File: src/rtl/core/dmx_rdm_receive_framer_top_defines.svh
// ----------------------------------------------------------------------------
// DMX/RDM receive framer assertion macros
// Clocked assertion helpers shared by the framer RTL.
// ----------------------------------------------------------------------------
`ifndef DMX_RDM_RECEIVE_FRAMER_TOP_DEFINES_SVH
`define DMX_RDM_RECEIVE_FRAMER_TOP_DEFINES_SVH

`ifndef SYNTH
// Checked on every rising edge of aclk, held off while reset is asserted.
`define DMXRDM_ASSERT(label, prop) \
    label: assert property (@(posedge aclk) disable iff (!aresetn) prop) \
        else $error("dmx_rdm framer assertion failed");
// Checked on every rising edge of aclk, reset included.
`define DMXRDM_ASSERT_ALWAYS(label, prop) \
    label: assert property (@(posedge aclk) prop) \
        else $error("dmx_rdm framer assertion failed");
`else
`define DMXRDM_ASSERT(label, prop)
`define DMXRDM_ASSERT_ALWAYS(label, prop)
`endif

`endif

File: src/rtl/core/dmxrdm_pkg.sv
// ----------------------------------------------------------------------------
// DMX/RDM receive framer package
// Phase and event codes, framing constants and shared item types.
// ----------------------------------------------------------------------------
package dmxrdm_pkg;

    localparam int DMX_CHANNELS = 3;
    localparam int RDM_BUF_SIZE = 256;
    localparam int RDM_MIN_LEN  = 4;

    localparam logic [9:0] DMX_CH_LIMIT  = 10'(DMX_CHANNELS);
    localparam logic [8:0] RDM_LEN_LIMIT = 9'(RDM_BUF_SIZE);
    localparam logic [7:0] RDM_LEN_MIN   = 8'(RDM_MIN_LEN);

    localparam logic [7:0] SC_DMX       = 8'h00;
    localparam logic [7:0] SC_RDM       = 8'hCC;
    localparam logic [7:0] SSC_RDM      = 8'h01;
    // start code plus sub-start code, seeds the checksum
    localparam logic [7:0] RDM_SUM_SEED = 8'hCD;

    typedef enum logic [3:0] {
        PH_IDLE,
        PH_BREAK,
        PH_DMX_SKIP,
        PH_DMX_CAPTURE,
        PH_RDM_SSC,
        PH_RDM_LEN,
        PH_RDM_BODY,
        PH_RDM_SUMH,
        PH_RDM_SUML
    } phase_t;

    typedef enum logic [2:0] {
        EV_NONE,
        EV_DMX,
        EV_DMX_LAST,
        EV_RDM_BYTE,
        EV_RDM_VALID,
        EV_RDM_REJECT
    } event_t;

    typedef struct packed {
        logic       framing_error;
        logic [7:0] rx_byte;
        logic       action;
    } in_item_t;

    typedef struct packed {
        event_t     event_res;
        logic [8:0] slot_index;
        logic [7:0] slot_value;
    } result_t;

    typedef struct packed {
        phase_t phase;
        logic   packet_pending;
    } status_t;

endpackage

File: src/rtl/core/dmxrdm_parser.sv
// ----------------------------------------------------------------------------
// DMX/RDM framing state machine
// Holds the framing state and forms the result of the item presented to it;
// state advances on step_en.
// ----------------------------------------------------------------------------
module dmxrdm_parser import dmxrdm_pkg::*; (
    input  logic       aclk,
    input  logic       aresetn,
    input  logic       step_en,
    input  in_item_t   item,
    input  logic [9:0] start_address,
    output result_t    res,
    output status_t    status
);

    phase_t      phase_reg, phase_next;
    logic [9:0]  skip_reg, skip_next;
    logic [15:0] sum_reg, sum_next;
    logic [9:0]  pos_reg, pos_next;
    logic [7:0]  len_reg, len_next;
    logic        pending_reg, pending_next;

    logic [9:0]  skip_dec;
    logic [9:0]  pos_inc;
    logic        skip_done;
    logic        first_is_last;
    logic        cap_last;
    logic        ssc_ok;
    logic        len_ok;
    logic        body_end;
    logic        sumh_ok;
    logic        suml_ok;
    logic [7:0]  b;

    assign b             = item.rx_byte;
    assign skip_dec      = skip_reg - 10'd1;
    assign skip_done     = (skip_dec == 10'd0);
    assign pos_inc       = pos_reg + 10'd1;
    assign first_is_last = (10'd1 >= DMX_CH_LIMIT);
    assign cap_last      = (pos_inc >= DMX_CH_LIMIT);
    assign ssc_ok        = (b == SSC_RDM) && !pending_reg;
    assign len_ok        = (b >= RDM_LEN_MIN) && ({1'b0, b} < RDM_LEN_LIMIT);
    assign body_end      = (pos_inc == {2'b00, len_reg});
    assign sumh_ok       = (b == sum_reg[15:8]);
    assign suml_ok       = (b == sum_reg[7:0]);

    // next phase
    always_comb begin
        phase_next = phase_reg;
        if (item.action) begin
            phase_next = phase_reg;
        end else if (item.framing_error) begin
            phase_next = PH_BREAK;
        end else begin
            unique case (phase_reg)
                PH_IDLE: begin
                    phase_next = PH_IDLE;
                end
                PH_BREAK: begin
                    if (b == SC_DMX) begin
                        phase_next = PH_DMX_SKIP;
                    end else if (b == SC_RDM) begin
                        phase_next = PH_RDM_SSC;
                    end else begin
                        phase_next = PH_IDLE;
                    end
                end
                PH_DMX_SKIP: begin
                    if (skip_done) begin
                        phase_next = first_is_last ? PH_IDLE : PH_DMX_CAPTURE;
                    end
                end
                PH_DMX_CAPTURE: begin
                    if (cap_last) begin
                        phase_next = PH_IDLE;
                    end
                end
                PH_RDM_SSC: begin
                    phase_next = ssc_ok ? PH_RDM_LEN : PH_IDLE;
                end
                PH_RDM_LEN: begin
                    phase_next = len_ok ? PH_RDM_BODY : PH_IDLE;
                end
                PH_RDM_BODY: begin
                    if (body_end) begin
                        phase_next = PH_RDM_SUMH;
                    end
                end
                PH_RDM_SUMH: begin
                    phase_next = sumh_ok ? PH_RDM_SUML : PH_IDLE;
                end
                PH_RDM_SUML: begin
                    phase_next = PH_IDLE;
                end
                default: begin
                    phase_next = PH_IDLE;
                end
            endcase
        end
    end

    // datapath state and result
    always_comb begin
        skip_next    = skip_reg;
        sum_next     = sum_reg;
        pos_next     = pos_reg;
        len_next     = len_reg;
        pending_next = pending_reg;
        res          = '{event_res: EV_NONE, slot_index: 9'd0, slot_value: 8'd0};
        if (item.action) begin
            pending_next = 1'b0;
        end else if (!item.framing_error) begin
            unique case (phase_reg)
                PH_BREAK: begin
                    if (b == SC_DMX) begin
                        skip_next = start_address;
                    end
                end
                PH_DMX_SKIP: begin
                    skip_next = skip_dec;
                    if (skip_done) begin
                        pos_next  = 10'd1;
                        res.event_res  = first_is_last ? EV_DMX_LAST : EV_DMX;
                        res.slot_value = b;
                    end
                end
                PH_DMX_CAPTURE: begin
                    pos_next       = pos_inc;
                    res.event_res  = cap_last ? EV_DMX_LAST : EV_DMX;
                    res.slot_index = pos_reg[8:0];
                    res.slot_value = b;
                end
                PH_RDM_SSC: begin
                    if (ssc_ok) begin
                        pos_next = 10'd3;
                    end else begin
                        res.event_res = EV_RDM_REJECT;
                    end
                end
                PH_RDM_LEN: begin
                    len_next = b;
                    if (len_ok) begin
                        sum_next       = {8'd0, RDM_SUM_SEED} + {8'd0, b};
                        res.event_res  = EV_RDM_BYTE;
                        res.slot_index = 9'd2;
                        res.slot_value = b;
                    end else begin
                        res.event_res = EV_RDM_REJECT;
                    end
                end
                PH_RDM_BODY: begin
                    pos_next       = pos_inc;
                    sum_next       = sum_reg + {8'd0, b};
                    res.event_res  = EV_RDM_BYTE;
                    res.slot_index = pos_reg[8:0];
                    res.slot_value = b;
                end
                PH_RDM_SUMH: begin
                    if (!sumh_ok) begin
                        res.event_res = EV_RDM_REJECT;
                    end
                end
                PH_RDM_SUML: begin
                    if (suml_ok) begin
                        pending_next  = 1'b1;
                        res.event_res = EV_RDM_VALID;
                    end else begin
                        res.event_res = EV_RDM_REJECT;
                    end
                end
                default: begin
                    res.event_res = EV_NONE;
                end
            endcase
        end
    end

    always_ff @(posedge aclk) begin
        if (!aresetn) begin
            phase_reg   <= PH_IDLE;
            skip_reg    <= 10'd0;
            sum_reg     <= 16'd0;
            pos_reg     <= 10'd0;
            len_reg     <= 8'd0;
            pending_reg <= 1'b0;
        end else if (step_en) begin
            phase_reg   <= phase_next;
            skip_reg    <= skip_next;
            sum_reg     <= sum_next;
            pos_reg     <= pos_next;
            len_reg     <= len_next;
            pending_reg <= pending_next;
        end
    end

    assign status = '{phase: phase_reg, packet_pending: pending_reg};

endmodule

File: src/rtl/core/dmx_rdm_receive_framer_top.sv
// One received byte (or a release request) per item. Items are taken one per
// clock while s_tready is high: an input register feeds the framing logic,
// whose result enters an output register when the item steps. While a result
// waits, the input side takes one more item and then holds s_tready low until
// the result is taken. Every item yields exactly one result item; event
// NONE marks bytes that produce nothing. A framing error on a byte is the
// break that restarts framing. DMX frames emit the slot at start_address and
// the following channels, the final one flagged; RDM messages emit length and
// body bytes at their buffer indices, then VALID (packet marked pending until
// a release item) or REJECTED. Write start_address only while the block is
// idle.
// ----------------------------------------------------------------------------
// DMX/RDM receive framer top level
// Stream handshake, configuration register and result register around the
// framing state machine.
// ----------------------------------------------------------------------------
`include "dmx_rdm_receive_framer_top_defines.svh"

module dmx_rdm_receive_framer_top import dmxrdm_pkg::*; (
    input  logic        aclk,
    input  logic        aresetn,
    input  logic        cfg_we,
    input  logic [9:0]  cfg_wdata,     // start_address
    input  logic        s_tvalid,
    output logic        s_tready,
    input  logic [7:0]  s_tdata,       // [7:0] rx_byte
    input  logic [1:0]  s_tuser,       // [0] action, [1] framing_error
    output logic        m_tvalid,
    input  logic        m_tready,
    output logic [23:0] m_tdata,       // [8:0] slot_index, [16:9] slot_value, zero above
    output logic [2:0]  m_tuser        // [2:0] event_res
);

    logic [9:0] start_addr_reg;
    logic       in_valid_reg, in_valid_next;
    in_item_t   in_item_reg;
    logic       out_valid_reg, out_valid_next;
    result_t    out_res_reg;
    result_t    step_res;
    status_t    fsm_status;
    logic       advance;
    logic       step;
    logic       s_accept;

    assign advance  = !out_valid_reg || m_tready;
    assign step     = in_valid_reg && advance;
    assign s_tready = !in_valid_reg || advance;
    assign s_accept = s_tvalid && s_tready;

    always_comb begin
        in_valid_next = in_valid_reg;
        if (s_accept) begin
            in_valid_next = 1'b1;
        end else if (step) begin
            in_valid_next = 1'b0;
        end
        out_valid_next = advance ? in_valid_reg : out_valid_reg;
    end

    always_ff @(posedge aclk) begin
        if (!aresetn) begin
            start_addr_reg <= 10'd1;
            in_valid_reg   <= 1'b0;
            out_valid_reg  <= 1'b0;
        end else begin
            if (cfg_we) begin
                start_addr_reg <= cfg_wdata;
            end
            in_valid_reg  <= in_valid_next;
            out_valid_reg <= out_valid_next;
        end
    end

    always_ff @(posedge aclk) begin
        if (s_accept) begin
            in_item_reg <= '{framing_error: s_tuser[1], rx_byte: s_tdata, action: s_tuser[0]};
        end
        if (step) begin
            out_res_reg <= step_res;
        end
    end

    dmxrdm_parser u_parser (
        .aclk          (aclk),
        .aresetn       (aresetn),
        .step_en       (step),
        .item          (in_item_reg),
        .start_address (start_addr_reg),
        .res           (step_res),
        .status        (fsm_status)
    );

    assign m_tvalid = out_valid_reg;
    assign m_tdata  = {7'd0, out_res_reg.slot_value, out_res_reg.slot_index};
    assign m_tuser  = out_res_reg.event_res;

    // a held input item is never dropped without being processed
    `DMXRDM_ASSERT(a_in_held, in_valid_reg && !step |=> in_valid_reg)
    // a valid packet report always leaves the packet marked pending
    `DMXRDM_ASSERT(a_valid_sets_pending,
        step && (step_res.event_res == EV_RDM_VALID) |=> fsm_status.packet_pending)
    // events without payload carry zero index and value
    `DMXRDM_ASSERT(a_empty_payload,
        m_tvalid && (m_tuser == EV_NONE || m_tuser == EV_RDM_VALID ||
        m_tuser == EV_RDM_REJECT) |-> m_tdata == 24'd0)
    // nothing is presented on the result side while reset is held
    `DMXRDM_ASSERT_ALWAYS(a_reset_quiet, !$past(aresetn) |-> !m_tvalid)

endmodule
File: config.mk
export PLATFORM = sky130hd
export DESIGN_NAME = dmx_rdm_receive_framer_top
export DESIGN_NICKNAME = d
export VERILOG_FILES = /design/src/rtl/core/dmxrdm_pkg.sv /design/src/rtl/core/dmxrdm_parser.sv /design/src/rtl/core/dmx_rdm_receive_framer_top.sv
export VERILOG_INCLUDE_DIRS = /design/src /design/src/rtl/core
export SDC_FILE = /design/constraint.sdc
export NUM_CORES = 1
export LEC_CHECK = 0
export ABC_AREA = 1
export BUFFER_PORTS_ARGS = -buffer_cell sky130_fd_sc_hd__buf_4
export CAP_MARGIN = 10
export CORE_MARGIN = 3
export CORE_UTILIZATION = 45
export DETAILED_ROUTE_END_ITERATION = 10
export PLACE_DENSITY = 0.64
export SLEW_MARGIN = 0
export SYNTH_ARGS = -nofsm -noshare
export SYNTH_HDL_FRONTEND = slang
export SYNTH_SLANG_ARGS = --single-unit
File: constraint.sdc
create_clock -name aclk -period 4.51 [get_ports aclk]
set_clock_uncertainty 0.2 [all_clocks]
set_input_delay 0.902 -clock aclk [delete_from_list [all_inputs] [get_ports aclk]]
set_output_delay 0.902 -clock aclk [all_outputs]
set_load 0.02 [all_outputs]
==> metrics <==
leading area contributor after synthesis dfxtp_1; period utilisation layout 0.621; root buf cell clkbuf_16; Routed Antenna Nets 0; Critical-path top delay cell edfxtp_1; worst skew pair latency 0.34 ns; RSZ-0062 raised after global routing false; Worst Path Max Fanout 6; Reg clk slew, reported paths 0.06 ns; top cell type's share of synthesized area 0.240; status finished, final reports clean; CTS Sinks 91; worst reg2reg path depth 13; Site Rows 38; die width 112 um; Initial DRC Count 369; max FFs per register 17; final non-filler cell total 886; I/O Buffers 46; initial antenna violation count 0; Setup crit end kind flop; vias in the first global route 4349; synth unique cells 39; Vias 4736; DP Wirelength 9000 um; Ports 54; Reg area 2120 um^2; pin count of the biggest net entering global routing 49; most frequent cell on the critical path nor2_1; CP required 4.55 ns; die height 112 um; CTS tree done; Mapped Area 5090 um^2; sequential-to-total area share from yosys stat 0.417; Synth Warn # 0; placed insts 870; Final Wtd Congestion 0.923; Setup Crit Path Kind reg2reg; syn avg cell area 7.24 um^2; Hold Path Depth 2; Initial Util 0.466; Worst-Margin Slew 0.854 ns; final hold violations 0; Final nets 782; Slew headroom 0.429; GRT Total Usage 0.203; Filler cells 1048; area grow syn2layout 14.3%; pwr dens 325 nW/um^2; final-report setup violation count 0; H-tree levels 3; TritonCTS buffer count 9; max-cap violations 0; crit path cell chain ha_1 -> inv_1 -> fa_1 -> o21ai_0 -> a21oi_1 -> nor2_1 -> nor2_1 -> o21ai_0 -> nand2_2 -> inv_2 -> nand2_2 -> xor2_1 -> nor2_1; area of the multi-input gates 2530 um^2; Leak 2.50 nW; router iterations before antenna repair 5; number of diodes 0; first-pass GRT wire length 21000 um; largest cells by area after synthesis dfxtp_1 (24%), edfxtp_1 (18%), nand2_1 (11%); Tmin final 2.80 ns; Cells after Synth 703; CTS max path bufs 2; Remaining DRCs 0; Hold Crit Class reg2reg; Post-CTS Repair Setup Buffers 0; GR Overflow Total 0; Slew Viols, Final 0; CP Launch Type flop; CTS resizes 0; CP Data Arrival Time 2.84 ns; FF+latch count, synth 91; layout cells sized above 1 0.121; CP peak stage delay 0.47 ns; core footprint 10900 um^2; setup tns final 0 ns; maximum clock frequency 357 MHz; Die Area 12600 um^2; Max VDD drop 0.156 mV; vias per cell 5.35; wirelength, routed 12400 um; cts hold-fix bufs 0; WL per Instance 14.0 um
power by group:
part | leakage (nW) | internal [mW] | total, mW | switching, mW
combinational | 1.56 | 0.0605 | 0.173 | 0.112
sequential | 0.780 | 0.872 | 0.896 | 0.0240
clock | 0.159 | 0.515 | 0.825 | 0.310
total | 2.50 | 1.45 | 1.89 | 0.447
synthesized netlist by cell type (all sizes together):
cell type  instances
o311ai             1
conb               1
clkbuf            10
nor2             103
nand3b             1
buf               15
fa                 1
or2                4
nor3              22
nand3             41
dfxtp             61
inv               82
xnor2              8
a211oi             4
nand4             12
nor4               1
xor2               2
a21oi             52
a31oi             14
o21ai             66
clkinv             2
edfxtp            30
and3               2
nand2            151
o21bai             2
ha                15
through the flow:
step | worst slack, ns | hold WS, ns | power, mW | utilization | area, um^2
2_1_floorplan | 2.11 | 0.224 | 1.03 | - | 5110
3_3_place_gp | 1.86 | 0.265 | 1.08 | 0.502 | 5490
3_5_place_dp | 1.77 | 0.264 | 1.08 | 0.502 | 5490
4_1_cts | 1.77 | 0.276 | 1.90 | 0.532 | 5820
5_1_grt | 1.43 | 0.315 | 1.97 | 0.532 | 5820
6_report | 1.71 | 0.276 | 1.89 | 0.532 | 5820
routing by layer:
metal	global-route usage	vias to the layer above	wire length [um]
li1	-	2384	-
met1	0.289	2165	5820
met2	0.317	172	5600
met3	0.0302	15	803
met4	0.0721	0	197
met5	0	-	0
cell usage in the layout, fill, tap and decap left out, drive strengths merged, types with 2 or more instances in the layout:
cell type | netlist | routed
nand2 | 151 | 151
nor2 | 103 | 103
inv | 82 | 82
o21ai | 66 | 66
dfxtp | 61 | 61
a21oi | 52 | 52
buf | 15 | 46
nand3 | 41 | 41
edfxtp | 30 | 30
nor3 | 22 | 22
ha | 15 | 15
a31oi | 14 | 14
nand4 | 12 | 12
clkbuf | 10 | 12
xnor2 | 8 | 8
conb | 1 | 7
a211oi | 4 | 4
or2 | 4 | 4
clkinv | 2 | 3
and3 | 2 | 2
xor2 | 2 | 2
o21bai | 2 | 2
bufinv | 0 | 2
layout make-up:
| class | instances | area share |
|---|---|---|
| Multi-Input combinational cell | 509 | 0.435 |
| Sequential cell | 91 | 0.364 |
| Timing Repair Buffer | 46 | 0.0593 |
| Inverter | 84 | 0.0542 |
| Clock buffer | 12 | 0.0441 |
| Tap cell | 140 | 0.0301 |
| Clock inverter | 4 | 0.0125 |
worst max-delay path, delay by kind of cell (launching register included):
family,cells,cell delay [ns]
compound gates,3,0.73
flops,1,0.47
xor+xnor,1,0.15
fa+ha+maj,2,0.61
simple gates,5,0.41
buf+inv,2,0.12
cell families (layout without fill, tap and decap cells):
logic type,count (synthesis),count (layout),synth area share
DFF,91,91,0.417
other,1,7,0.000736
adders and majority gates,16,16,0.0408
buffers and inverters,109,146,0.0899
AOI/OAI and AO/OA,139,139,0.144
and+or+nand+nor,337,337,0.290
xor gates and xnor gates,10,10,0.0172
worst paths after layout:
path                                    startpoint                           endpoint  slack (ns)
hold / removal    u_parser.pos_reg[9]$_SDFFE_PN0P_   u_parser.pos_reg[9]$_SDFFE_PN0P_        0.28
setup reg to reg          in_item_reg[1]$_DFFE_PP_  u_parser.sum_reg[12]$_SDFFE_PN0P_        1.71
hold reg to reg   u_parser.pos_reg[9]$_SDFFE_PN0P_   u_parser.pos_reg[9]$_SDFFE_PN0P_        0.28
setup / recovery          in_item_reg[1]$_DFFE_PP_  u_parser.sum_reg[12]$_SDFFE_PN0P_        1.71
(Power assumes the default switching activity.)
